[src/sv/wssf_pkg.sv]
`default_nettype none
package wssf_pkg;
	localparam int WINDOW_DEPTH_DEF = 15;
	localparam int SAMPLE_W = 24;
	localparam int WEIGHT_W = 35;
	localparam int MUL_CONST = 1000;

	localparam logic [2:0] REG_THRESHOLD = 3'd0;
	localparam logic [2:0] REG_SETTLE = 3'd1;
	localparam logic [2:0] REG_OFFSET = 3'd2;
	localparam logic [2:0] REG_SCALE = 3'd3;
	localparam logic [2:0] REG_FLICKER = 3'd4;

	typedef struct packed {
		logic clear;
		logic fill;
		logic write;
		logic mean_start;
		logic emit_start;
		logic [1:0] chosen_sel;
		logic confirmed;
		logic capture;
	} wssf_cmd_t;

	typedef struct packed {
		logic scan_done;
		logic mean_done;
		logic emit_done;
		logic empty_start;
		logic deviant;
	} wssf_status_t;

	localparam logic [1:0] SEL_FILTERED = 2'd0;
	localparam logic [1:0] SEL_RAW = 2'd1;
endpackage
`default_nettype wire

[src/sv/wssf_ctrl.sv]
`default_nettype none
module wssf_ctrl (
	input wire clk,
	input wire arst_n,
	input wire in_valid,
	output logic in_ready,
	input wire clear_state,
	input wire [3:0] settle_cycles,
	output logic out_valid,
	input wire out_ready,
	output wssf_pkg::wssf_cmd_t cmd,
	input wssf_pkg::wssf_status_t status
);
	import wssf_pkg::*;

	typedef enum logic [2:0] {
		S_IDLE, S_SCAN, S_MEAN, S_JUDGE, S_EMIT, S_OUT
	} state_t;

	state_t state_q;
	logic awaiting_q;
	logic [3:0] settle_q;
	logic [1:0] sel_q;
	logic conf_q;

	assign in_ready = (state_q == S_IDLE) && !out_valid;

	always_comb begin
		cmd = '0;
		cmd.chosen_sel = sel_q;
		cmd.confirmed = conf_q;
		case (state_q)
			S_IDLE: begin
				if (in_valid && in_ready) begin
					cmd.capture = 1'b1;
					if (clear_state) cmd.clear = 1'b1;
				end
			end
			S_JUDGE: begin
				if (awaiting_q) cmd.fill = status.deviant;
				else if (status.empty_start) cmd.fill = 1'b1;
				else cmd.write = 1'b1;
			end
			S_MEAN: begin
				cmd.mean_start = 1'b1;
				if (status.mean_done && settle_q != '0) cmd.fill = 1'b1;
			end
			S_OUT: cmd.emit_start = 1'b1;
			default: ;
		endcase
	end

	always_ff @(posedge clk or negedge arst_n) begin
		if (!arst_n) begin
			state_q <= S_IDLE;
			awaiting_q <= 1'b0;
			settle_q <= '0;
			sel_q <= SEL_FILTERED;
			conf_q <= 1'b0;
			out_valid <= 1'b0;
		end else begin
			if (out_valid && out_ready) out_valid <= 1'b0;
			case (state_q)
				S_IDLE: begin
					if (in_valid && in_ready) begin
						if (clear_state) begin
							awaiting_q <= 1'b0;
							settle_q <= '0;
						end else begin
							state_q <= S_JUDGE;
						end
					end
				end
				S_JUDGE: begin
					conf_q <= awaiting_q && status.deviant;
					if (awaiting_q) begin
						awaiting_q <= 1'b0;
						if (status.deviant) begin
							settle_q <= settle_cycles;
							sel_q <= SEL_RAW;
						end else begin
							sel_q <= SEL_FILTERED;
						end
						state_q <= S_OUT;
					end else if (status.empty_start) begin
						sel_q <= SEL_RAW;
						state_q <= S_OUT;
					end else begin
						state_q <= S_SCAN;
					end
				end
				S_SCAN: if (status.scan_done) state_q <= S_MEAN;
				S_MEAN: begin
					if (status.mean_done) begin
						if (settle_q != '0) begin
							settle_q <= settle_q - 4'd1;
							sel_q <= SEL_RAW;
							state_q <= S_OUT;
						end else if (status.deviant) begin
							awaiting_q <= 1'b1;
							state_q <= S_IDLE;
						end else begin
							sel_q <= SEL_FILTERED;
							state_q <= S_OUT;
						end
					end
				end
				S_OUT: state_q <= S_EMIT;
				S_EMIT: begin
					if (status.emit_done) begin
						out_valid <= 1'b1;
						state_q <= S_IDLE;
					end
				end
				default: state_q <= S_IDLE;
			endcase
		end
	end
endmodule
`default_nettype wire

[src/sv/wssf_path.sv]
`default_nettype none
module wssf_path #(
	parameter int WINDOW_DEPTH = wssf_pkg::WINDOW_DEPTH_DEF
) (
	input wire clk,
	input wire arst_n,
	input wire [23:0] sample,
	input wire [23:0] change_threshold,
	input wire [23:0] zero_offset,
	input wire [30:0] scale_factor,
	input wire [9:0] flicker_band,
	input wire st_capture,
	input wire st_clear,
	input wire st_fill,
	input wire st_write_scan,
	input wire st_mean,
	input wire st_emit,
	input wire [1:0] chosen_sel,
	input wire confirmed,
	output logic scan_done,
	output logic mean_done,
	output logic emit_done,
	output logic empty_start,
	output logic deviant,
	output logic signed [34:0] weight,
	output logic [23:0] chosen_count,
	output logic change_confirmed
);
	import wssf_pkg::*;

	localparam int PW = $clog2(WINDOW_DEPTH);
	localparam int CW = $clog2(WINDOW_DEPTH + 1);
	localparam int SUMW = SAMPLE_W + CW;
	localparam int QW = 45;

	logic [23:0] win_q [WINDOW_DEPTH];
	logic [PW-1:0] wpos_q;
	logic full_q;
	logic [23:0] filt_q;
	logic signed [34:0] shown_q;
	logic [23:0] s_q;

	logic scanning_q;
	logic [PW-1:0] idx_q;
	logic [CW-1:0] cnt_q;
	logic [SUMW-1:0] sum_q;
	logic [23:0] lo_q, hi_q, rd_q;
	logic rd_v_q;

	logic mean_busy_q;
	logic [SUMW-1:0] rem_q;
	logic [SUMW-1:0] quo_q;
	logic [CW-1:0] div_q;
	logic [5:0] mstep_q;
	logic mean_fin_q;

	logic emit_busy_q;
	logic [QW-1:0] num_q;
	logic [QW-1:0] eq_q;
	logic [31:0] erem_q;
	logic eneg_q;
	logic [5:0] estep_q;
	logic emit_fin_q;
	logic [30:0] div_eff;

	assign empty_start = !full_q && (wpos_q == '0);
	assign div_eff = (scale_factor == '0) ? 31'd1 : scale_factor;

	logic short_q;
	logic [23:0] fv_cmp;
	logic [23:0] ad;
	assign fv_cmp = mean_fin_q ? (short_q ? s_q : quo_q[23:0]) : filt_q;
	assign ad = (s_q > fv_cmp) ? s_q - fv_cmp : fv_cmp - s_q;
	assign deviant = ad > change_threshold;

	logic [SUMW-1:0] trim;
	logic [23:0] chosen;

	assign scan_done = scanning_q && !rd_v_q && (idx_q == PW'(0)) && cnt_q == '0;
	assign mean_done = mean_fin_q;
	assign emit_done = emit_fin_q;

	assign chosen = (chosen_sel == SEL_RAW) ? s_q : filt_q;

	always_ff @(posedge clk) begin
		if (st_capture) s_q <= sample;
		if (st_fill) begin
			for (int i = 0; i < WINDOW_DEPTH; i++) win_q[i] <= s_q;
		end else if (st_write_scan) begin
			win_q[wpos_q] <= s_q;
		end
		rd_q <= win_q[idx_q];
	end

	always_ff @(posedge clk or negedge arst_n) begin
		if (!arst_n) begin
			wpos_q <= '0; full_q <= 1'b0; filt_q <= '0; shown_q <= '0;
			scanning_q <= 1'b0; idx_q <= '0; cnt_q <= '0; sum_q <= '0;
			lo_q <= '0; hi_q <= '0; rd_v_q <= 1'b0;
			mean_busy_q <= 1'b0; rem_q <= '0; quo_q <= '0; div_q <= '0;
			mstep_q <= '0; mean_fin_q <= 1'b0; short_q <= 1'b0;
			emit_busy_q <= 1'b0; num_q <= '0; eq_q <= '0; erem_q <= '0;
			eneg_q <= 1'b0; estep_q <= '0; emit_fin_q <= 1'b0;
			weight <= '0; chosen_count <= '0; change_confirmed <= 1'b0;
		end else begin
			mean_fin_q <= 1'b0;
			emit_fin_q <= 1'b0;
			if (st_clear) begin
				wpos_q <= '0; full_q <= 1'b0; filt_q <= '0; shown_q <= '0;
			end
			if (st_fill) begin
				full_q <= 1'b1;
				filt_q <= s_q;
			end
			if (st_write_scan) begin
				logic [PW-1:0] np;
				logic nf;
				np = (wpos_q == PW'(WINDOW_DEPTH - 1)) ? '0 : wpos_q + PW'(1);
				nf = full_q || (np == '0);
				wpos_q <= np;
				full_q <= nf;
				cnt_q <= nf ? CW'(WINDOW_DEPTH) : CW'(np);
				scanning_q <= 1'b1;
				idx_q <= '0;
				rd_v_q <= 1'b0;
				sum_q <= '0;
				lo_q <= '1;
				hi_q <= '0;
			end else if (scanning_q) begin
				// one entry per cycle through the registered read
				if (rd_v_q) begin
					sum_q <= sum_q + SUMW'(rd_q);
					if (rd_q < lo_q) lo_q <= rd_q;
					if (rd_q > hi_q) hi_q <= rd_q;
				end
				if (cnt_q != '0) begin
					rd_v_q <= 1'b1;
					idx_q <= idx_q + PW'(1);
					cnt_q <= cnt_q - CW'(1);
				end else if (rd_v_q) begin
					rd_v_q <= 1'b0;
					idx_q <= '0;
				end else begin
					scanning_q <= 1'b0;
					mean_busy_q <= 1'b1;
					mstep_q <= '0;
				end
			end
			if (st_mean && mean_busy_q && mstep_q == '0) begin
				logic [CW-1:0] c;
				c = full_q ? CW'(WINDOW_DEPTH) : CW'(wpos_q);
				short_q <= c < CW'(3);
				div_q <= c - CW'(2);
				quo_q <= trim;
				rem_q <= '0;
				mstep_q <= 6'd1;
			end else if (mean_busy_q && mstep_q != '0) begin
				logic [SUMW:0] rtry;
				rtry = {rem_q, quo_q[SUMW-1]} - {{(SUMW+1-CW){1'b0}}, div_q};
				if (!rtry[SUMW]) begin
					rem_q <= rtry[SUMW-1:0];
					quo_q <= {quo_q[SUMW-2:0], 1'b1};
				end else begin
					rem_q <= {rem_q[SUMW-2:0], quo_q[SUMW-1]};
					quo_q <= {quo_q[SUMW-2:0], 1'b0};
				end
				if (mstep_q == 6'(SUMW)) begin
					mean_busy_q <= 1'b0;
					mstep_q <= '0;
					mean_fin_q <= 1'b1;
				end else mstep_q <= mstep_q + 6'd1;
			end
			if (mean_fin_q && !st_fill) filt_q <= short_q ? s_q : quo_q[23:0];
			if (st_emit) begin
				logic signed [25:0] d;
				logic signed [45:0] p;
				d = $signed({2'b00, chosen}) - $signed({2'b00, zero_offset});
				p = d * 46'sd1000;
				eneg_q <= p[45];
				num_q <= p[45] ? QW'(-p) : QW'(p);
				eq_q <= '0;
				erem_q <= '0;
				estep_q <= 6'd1;
				emit_busy_q <= 1'b1;
				chosen_count <= chosen;
				change_confirmed <= confirmed;
			end else if (emit_busy_q && estep_q != '0) begin
				logic [45:0] etry;
				etry = {13'd0, erem_q, num_q[QW-1]} - {15'd0, div_eff};
				if (!etry[45]) begin
					erem_q <= etry[31:0];
					eq_q <= {eq_q[QW-2:0], 1'b1};
				end else begin
					erem_q <= {erem_q[30:0], num_q[QW-1]};
					eq_q <= {eq_q[QW-2:0], 1'b0};
				end
				num_q <= {num_q[QW-2:0], 1'b0};
				if (estep_q == 6'(QW)) begin
					estep_q <= '0;
					emit_busy_q <= 1'b0;
					emit_fin_q <= 1'b1;
				end else estep_q <= estep_q + 6'd1;
			end
			if (emit_fin_q) begin
				logic signed [35:0] cur, dd;
				cur = eneg_q ? -$signed({1'b0, eq_q[34:0]}) : $signed({1'b0, eq_q[34:0]});
				dd = cur - 36'(shown_q);
				if (dd < 0) dd = -dd;
				if (dd >= $signed({26'd0, flicker_band})) begin
					shown_q <= cur[34:0];
					weight <= cur[34:0];
				end else weight <= shown_q;
			end
		end
	end

	assign trim = sum_q - SUMW'(lo_q) - SUMW'(hi_q);
endmodule
`default_nettype wire

[src/sv/weigh_scale_sample_filter.sv]
`default_nettype none
// Trimmed moving-average filter for load-cell samples with two-sample change
// confirmation, tare, scaling by 1000/scale_factor and flicker hold. One
// transfer is taken at a time: an averaged sample passes a serial scan of the
// window (15 deep by default) through the memory read port, then a bit-serial
// mean divider of SUMW steps and a 45-step weight divider; first, confirming
// and clear transfers are shorter. Output waits in a register until taken.
module weigh_scale_sample_filter #(
	parameter int WINDOW_DEPTH = wssf_pkg::WINDOW_DEPTH_DEF
) (
	input wire clk,
	input wire arst_n,
	input wire in_valid,
	output logic in_ready,
	input wire [23:0] sample,
	input wire clear_state,
	output logic out_valid,
	input wire out_ready,
	output logic signed [34:0] weight,
	output logic [23:0] chosen_count,
	output logic change_confirmed,
	input wire psel,
	input wire penable,
	input wire pwrite,
	input wire [4:0] paddr,
	input wire [31:0] pwdata,
	output logic [31:0] prdata,
	output logic pready
);
	import wssf_pkg::*;

	logic [23:0] thr_q, off_q;
	logic [3:0] set_q;
	logic [30:0] scl_q;
	logic [9:0] flk_q;
	logic [2:0] ridx;
	assign ridx = paddr[4:2];
	assign pready = 1'b1;

	always_ff @(posedge clk or negedge arst_n) begin
		if (!arst_n) begin
			thr_q <= 24'd20; set_q <= 4'd6; off_q <= '0; scl_q <= 31'd1; flk_q <= 10'd2;
		end else if (psel && penable && pwrite) begin
			case (ridx)
				REG_THRESHOLD: thr_q <= pwdata[23:0];
				REG_SETTLE: set_q <= pwdata[3:0];
				REG_OFFSET: off_q <= pwdata[23:0];
				REG_SCALE: scl_q <= pwdata[30:0];
				REG_FLICKER: flk_q <= pwdata[9:0];
				default: ;
			endcase
		end
	end

	always_comb begin
		case (ridx)
			REG_THRESHOLD: prdata = {8'd0, thr_q};
			REG_SETTLE: prdata = {28'd0, set_q};
			REG_OFFSET: prdata = {8'd0, off_q};
			REG_SCALE: prdata = {1'b0, scl_q};
			REG_FLICKER: prdata = {22'd0, flk_q};
			default: prdata = '0;
		endcase
	end

	wssf_cmd_t cmd;
	wssf_status_t status;

	wssf_ctrl u_ctrl (
		.clk, .arst_n, .in_valid, .in_ready, .clear_state,
		.settle_cycles(set_q), .out_valid, .out_ready, .cmd, .status
	);

	logic scan_done, mean_done, emit_done, empty_start, deviant;
	assign status = '{scan_done: scan_done, mean_done: mean_done, emit_done: emit_done,
		empty_start: empty_start, deviant: deviant};

	wssf_path #(.WINDOW_DEPTH(WINDOW_DEPTH)) u_path (
		.clk, .arst_n, .sample,
		.change_threshold(thr_q), .zero_offset(off_q), .scale_factor(scl_q),
		.flicker_band(flk_q),
		.st_capture(cmd.capture), .st_clear(cmd.clear),
		.st_fill(cmd.fill), .st_write_scan(cmd.write),
		.st_mean(cmd.mean_start), .st_emit(cmd.emit_start),
		.chosen_sel(cmd.chosen_sel), .confirmed(cmd.confirmed),
		.scan_done, .mean_done, .emit_done, .empty_start, .deviant,
		.weight, .chosen_count, .change_confirmed
	);
endmodule
`default_nettype wire

[config.mk]
export PLATFORM = sky130hd
export DESIGN_NAME = weigh_scale_sample_filter
export DESIGN_NICKNAME = d
export VERILOG_FILES = /design/src/sv/wssf_pkg.sv /design/src/sv/wssf_ctrl.sv /design/src/sv/wssf_path.sv /design/src/sv/weigh_scale_sample_filter.sv
export SDC_FILE = /design/constraint.sdc
export NUM_CORES = 2
export LEC_CHECK = 0
export BUFFER_PORTS_ARGS = -buffer_cell sky130_fd_sc_hd__buf_2
export CAP_MARGIN = 0
export CORE_ASPECT_RATIO = 1.2
export CORE_UTILIZATION = 30
export CTS_BUF_LIST = sky130_fd_sc_hd__clkbuf_8
export CTS_CLUSTER_DIAMETER = 200
export DETAILED_ROUTE_END_ITERATION = 7
export MAX_ROUTING_LAYER = met4
export PLACE_DENSITY = 0.43
export SLEW_MARGIN = 20
export SYNTH_ARGS = -nofsm -noshare
export SYNTH_HDL_FRONTEND = slang
export SYNTH_SLANG_ARGS = --single-unit
[constraint.sdc]
create_clock -name clk -period 13.2 [get_ports clk]
set_input_delay 2.64 -clock clk [delete_from_list [all_inputs] [get_ports clk]]
set_output_delay 2.64 -clock clk [all_outputs]
set_load 0.03 [all_outputs]
== Yosys cells after proc, flatten, opt, wreduce, memory -nomap -nowiden ==
Memory sizes are Yosys's and may differ from the RTL's. A register that Yosys moved wholly into a read port is not among the register bits.
Index checks and enable logic that the tools add are counted.

* Memories: 1
* Bits of input ports: 69
* Output and inout port bits: 95
* Logic and storage cells: 307
* Register bits after elaboration: 529
* Bits in writable memories: 360

{| class="wikitable"
|+ Memory list
! memory !! words !! width !! rd ports !! clocked after memory_dff !! write ports !! RTL line !! source
|-
| u_path.win_q || 15 || 24 || 1 || 1 || 15 || wssf_path.sv:36 || <nowiki>logic [23:0] win_q [WINDOW_DEPTH];</nowiki>
|}

* $lt $le $gt $ge: 7
* Multiply operators: 1
* Equal/unequal tests: 29
* Mux-type cells: 145
* Add/subtract/negate cells: 19
* Reductions and logical operators: 65

{| class="wikitable"
|+ Operators with widths
! cell !! count
|-
| $mux 24 || 16
|-
| $mux 28 || 8
|-
| $mux 35 || 6
|-
| $pmux 31 s5 || 1
|-
| $mux 45 || 3
|-
| $mux 36 || 3
|-
| $mux 32 || 3
|-
| $mux 4 || 19
|-
| $gt 24x24->1 || 3
|-
| $mux 6 || 10
|-
| $mux 1 || 56
|-
| $sub 28x24->28 || 2
|-
| $sub 24x24->24 || 2
|-
| $neg 36->45 || 1
|-
| $ge 36x11->1 || 1
|-
| $lt 36x1->1 const B || 1
|-
| $neg 35->36 || 1
|-
| $neg 36->36 || 1
|-
| $sub 36x35->36 || 1
|-
| $sub 33x31->34 || 1
|-
| $mul 25x8->33 const B || 1
|-
| $logic_not 31->1 || 1
|-
| $mux 31 || 1
|-
| $sub 29x4->29 || 1
|-
| 43 further kinds || 123
|}

== Longest topological paths before layout ==
* Depth in word-level cells: 11
* Mapped depth: 40

== By module ==
From an unflattened synthesis, not the netlist that was laid out.

* Cells, all modules: 5475
* Area, all modules: 58518.6 um^2

{| class="wikitable"
|+ Modules (own cells, without submodules)
! module !! cells an instance !! area each (um^2) !! instances !! sequential area each (um^2)
|-
| wssf_path || 5068 || 53431.2 || 1 || 22666.7
|-
| weigh_scale_sample_filter || 317 || 4331.7 || 1 || 2334.7
|-
| wssf_ctrl || 90 || 755.7 || 1 || 275.3
|}

== Least setup slack after synthesis ==
Ideal clock, no wire load.

* Path kind: register to register
* Start: register u_ctrl.sel_q[0]
* End: register u_path.num_q[34]
* Arrival time: 8.878 ns
* Setup time: 0.141 ns
* Required time: 13.059 ns
* Cell stages (with the launch flop): 39
* Path buffers: 2
* Path slack: 4.181 ns
* Cells stage by stage: dfrtp_1 clkbuf_1 buf_1 mux2i_1 inv_1 ha_1 nor2b_1 o21ai_0 a21boi_0 o21ai_0 a21boi_0 o21ai_0 nand2b_1 a41oi_1 a211oi_1 nor3_1 xnor2_1 ha_1 (+3 left out) fa_1 inv_1 fa_1 inv_1 ha_1 a21oi_1 o21bai_1 or3_1 o21ba_2 a31oi_1 xor2_1 o311a_1 o2111ai_1 nor4b_1 a41oi_1 xor2_1 nor2_1 a31oi_1

* Longest elaborated chain between the ends: 7

{| class="wikitable"
|+ RTL lines
! what !! RTL line !! source
|-
| start: declaration || wssf_ctrl.sv:23 || <nowiki>logic [1:0] sel_q;</nowiki>
|-
| start signal: assignment || wssf_ctrl.sv:58 || <nowiki>sel_q <= SEL_FILTERED;</nowiki>
|-
| start signal: assignment || wssf_ctrl.sv:80 || <nowiki>sel_q <= SEL_RAW;</nowiki>
|-
| start signal: assignment || wssf_ctrl.sv:82 || <nowiki>sel_q <= SEL_FILTERED;</nowiki>
|-
| $eq 2x1->1 * || wssf_path.sv:83 || <nowiki>assign chosen = (chosen_sel == SEL_RAW) ? s_q : filt_q;</nowiki>
|-
| $mux 24 * || wssf_path.sv:83 ||
|-
| net u_path.chosen[1] || wssf_path.sv:77 || <nowiki>logic [23:0] chosen;</nowiki>
|-
| $sub 24x24->25 * || wssf_path.sv:177 || <nowiki>d = $signed({2'b00, chosen}) - $signed({2'b00, zero_offset});</nowiki>
|-
| $mul 25x8->33 * || wssf_path.sv:178 || <nowiki>p = d * 46'sd1000;</nowiki>
|-
| $neg 36->45 || wssf_path.sv:180 || <nowiki>num_q <= p[45] ? QW'(-p) : QW'(p);</nowiki>
|-
| $mux 45 * || wssf_path.sv:180 ||
|-
| $mux 45 * || wssf_path.sv:174 || <nowiki>if (st_emit) begin</nowiki>
|-
| end signal: assignment || wssf_path.sv:180 ||
|-
| end signal: assignment || wssf_path.sv:197 || <nowiki>num_q <= {num_q[QW-2:0], 1'b0};</nowiki>
|-
| end: declaration || wssf_path.sv:58 || <nowiki>logic [QW-1:0] num_q;</nowiki>
|}

Mark *: on every way through the listed nets, which the timed path passes. The rest lies on a longest branch.
A chain may end at the register's enable or synchronous reset.

== Worst setup path in the final report ==
* Start: register u_ctrl.sel_q[0]
* End: register u_path.num_q[11]

The elaborated chain is that of the path after synthesis.

==> impl_results.md <==
- Mapped cell area: 58200 µm²
- Vias: 43100
- Initial antenna violation count: 19
- RSZ-0062 raised after global routing: no
- Final hold viol count: 0
- DRC: 0
- CP arrival: 11.13 ns
- Nets@finish: 6399
- Root Buffer: clkbuf_8
- Fin Setup TNS: 0 ns
- Wirelength per Cell: 20.1 µm
- Largest stage delay, worst path: 0.71 ns
- Initial Util: 0.303
- Critical Path Most Common Cell: inv_1
- Resized Gates After CTS: 0
- GRT Residual Overflow: 0
- Crit Path Category: reg -> reg
- Crit-path slowest cell: xor2_1
- # setup viols final: 0
- Vias in the first global route: 44600
- Crit path from: u_ctrl.sel_q[0]$_DFFE_PN0P_
- Worst r2r src: u_ctrl.sel_q[0]$_DFFE_PN0P_
- Fillers: 19600
- FF+latch count, synth: 933
- Final antenna-violating net count: 0
- Synth Flop Type: dfrtp_1
- Hpwl dp: 121000 µm
- Hold crit path type: reg -> reg
- Setup slack, reg-to-reg: 2.94 ns
- Pin count of the biggest net entering global routing: 138
- Ys Warns: 0
- Critical path destination: u_path.num_q[11]$_DFFE_PN0P_
- CTS max path bufs: 3
- Seq. cell area: 25300 µm²
- DIE HEIGHT: 484 µm
- Drt total wl: 172000 µm
- Post-layout instance area: 66100 µm²
- DP Area: 62100 µm²
- Status: finished, final reports clean
- Final design utilization: 0.344
- Iteration-0 DRC Markers: 2632
- CP Max Fanout: 25
- Startpoint Class: flip-flop
- Setup WS post-layout: 2.94 ns
- Max-cap viol count: 0
- GPL Wtd Cong: 0.844
- Rows: 176
- CTS Sinks: 933
- Area grow syn2layout: 13.5%
- Slew @ Worst Pin: 1.09 ns
- Fmax: 97.5 MHz
- Post-synth EDFFs: 408
- Fin crit period: 10.26 ns
- Vias per cell: 5.01
- Die W: 404 µm
- Layout cells sized above 1: 0.132
- H-Tree Depth: 4
- # hold bufs at CTS: 0
- Final slew viol count: 0
- Syn avg cell area: 10.2 µm²
- WP data required: 14.07 ns
- All-Layer GR Usage: 0.183
- First-pass DRT Iterations: 8
- Core Area: 192000 µm²
- First-pass GRT wire length: 270000 µm
- Post-synthesis sequential area ratio: 0.434
- CTS tree: done
- Max-slew headroom: 0.273
- Post-CTS Setup Repair Bufs: 0
- Final Cycle Share: 0.777
- Worst Reg-to-Reg Cells: 39
- Asr flop ratio synth: 0.537
- Worst-path clk slew: 0.06 ns
- Total clock buffers created by CTS: 173
- Cells after Synth: 5686
- Port bufs: 158
- Ports: 164
- Crit path capture type: flip-flop
- Clk Latency, worst-skew pair: 0.97 ns
- Skew final: 0.0706 ns
- Die Area: 196000 µm²
- Worst slack, placed: 2.94 ns
- RR Endpoint: u_path.num_q[11]$_DFFE_PN0P_
- Synth cell types: 97
- Area of the multi-input gates: 30000 µm²
critical path: cells and delay by family, from the launching register on:
kind | cells | cell delay [ns]
and+or+nand+nor | 6 | 0.92
adders and majority gates | 5 | 2.15
muxes | 1 | 0.49
AOI/OAI and AO/OA | 15 | 3.26
DFF | 1 | 0.33
buffers and inverters | 7 | 1.11
xor gates and xnor gates | 5 | 1.91
synthesized netlist by cell type, types with 12 or more instances:
master	instances	area, µm²
a31oi_1	58	363
nor4_1	35	219
a21boi_0	14	105
fa_1	114	2280
nand4_1	48	300
a221o_1	32	320
o21ai_0	412	2060
mux4_2	120	2700
nor2b_1	52	325
o31ai_1	32	240
inv_1	560	2100
or3_1	41	257
xor2_1	80	701
clkbuf_1	206	773
a22o_1	26	228
nand2b_1	52	325
o211ai_1	27	203
or4_1	23	173
dfxtp_1	24	480
nand3_1	123	616
dfrtp_1	495	12400
mux2_2	79	890
o21a_1	50	375
and3_1	39	244
edfxtp_1	408	12300
o21bai_1	24	180
ha_1	361	4520
and2_1	24	150
buf_1	36	135
a21oi_1	300	1500
mux2i_1	138	1380
or2_2	25	156
xnor2_1	199	1740
a21o_1	117	878
nor2_1	314	1180
a211oi_1	35	263
nor3_1	92	460
o41ai_1	12	105
a22oi_1	39	293
nand2_1	606	2270
o22ai_1	18	113
layer usage:
metal  share of wire  vias to the layer above  global-route usage
met5               0                        -                   -
met4           0.019                        0              0.0440
met3           0.042                      203              0.0298
met2            0.47                      756               0.293
met1            0.46                    21500               0.240
li1                -                    20600                   -
worst min-delay path by stage:
stage	endpoint	startpoint	depth (start not counted)
floorplan	u_path.change_confirmed$_DFFE_PN0P_	u_ctrl.conf_q$_DFFE_PN0N_	2
global placement	u_path.chosen_count[13]$_DFFE_PN0P_	u_path.chosen_count[13]$_DFFE_PN0P_	2
detailed placement	u_path.chosen_count[7]$_DFFE_PN0P_	u_path.chosen_count[7]$_DFFE_PN0P_	2
CTS	u_path.chosen_count[22]$_DFFE_PN0P_	u_path.chosen_count[22]$_DFFE_PN0P_	2
global route	u_path.mstep_q[5]$_DFFE_PN0P_	u_path.mstep_q[5]$_DFFE_PN0P_	1
finish	u_path.chosen_count[22]$_DFFE_PN0P_	u_path.chosen_count[22]$_DFFE_PN0P_	2
cell usage in the layout (no fill, tap or decap), types with 31 or more instances in the layout:
master,instances
buf_4,89
or3_1,41
nor4_1,32
a22oi_1,39
a31oi_1,58
nand3_1,123
a21o_1,117
fa_1,114
inv_1,616
nor2b_1,52
clkbuf_8,203
nand2b_1,52
mux2i_1,138
xor2_1,78
a21oi_1,299
edfxtp_1,408
nor2_1,310
nand2_1,604
dfrtp_1,490
nand4_1,48
a221o_1,32
and3_1,38
o21ai_0,398
a211oi_1,35
o21a_1,50
o31ai_1,31
mux4_2,120
ha_1,361
buf_2,157
mux2_2,79
xnor2_1,199
nor3_1,91
state kept, by name (all words and copies together), names as in the netlist, 31 cells and up:
name	flops
scl_q	31
u_path.shown_q	35
u_path.erem_q	32
u_path.eq_q	35
u_path.weight	35
u_path.win_q	384
u_path.num_q	42
kinds of logic (layout without fill, tap and decap cells):
family                     after synthesis  in the layout  synth area share
and+or+nand+nor                       1527           1527             0.123
AOI/OAI and AO/OA                     1314           1314             0.143
DFF                                    933            933             0.434
buffers and inverters                  816           1130            0.0545
adders and majority gates              478            478             0.117
muxes                                  337            337            0.0855
xor gates and xnor gates               279            279            0.0420
other                                    2             19          0.000129
cell type report:
type | count | share of cell area
multi-input combinational | 3938 | 0.454
sequential | 933 | 0.383
tap | 2581 | 0.0489
clock buffer | 203 | 0.0423
inverter | 561 | 0.0319
timing repair buffer | 248 | 0.0225
clock inverter | 118 | 0.0167
antenna | 16 | 0.000606
through the flow:
step,hold WS [ns],cells
CTS,0.477,8582
finish,0.470,8598
global placement,0.463,8261
detailed placement,0.457,8261
global route,0.495,8597
floorplan,0.432,5687
Power is left out: the tool's default activity adds up to more than one toggle a clock period on the data nets, which glitch-free logic cannot reach.
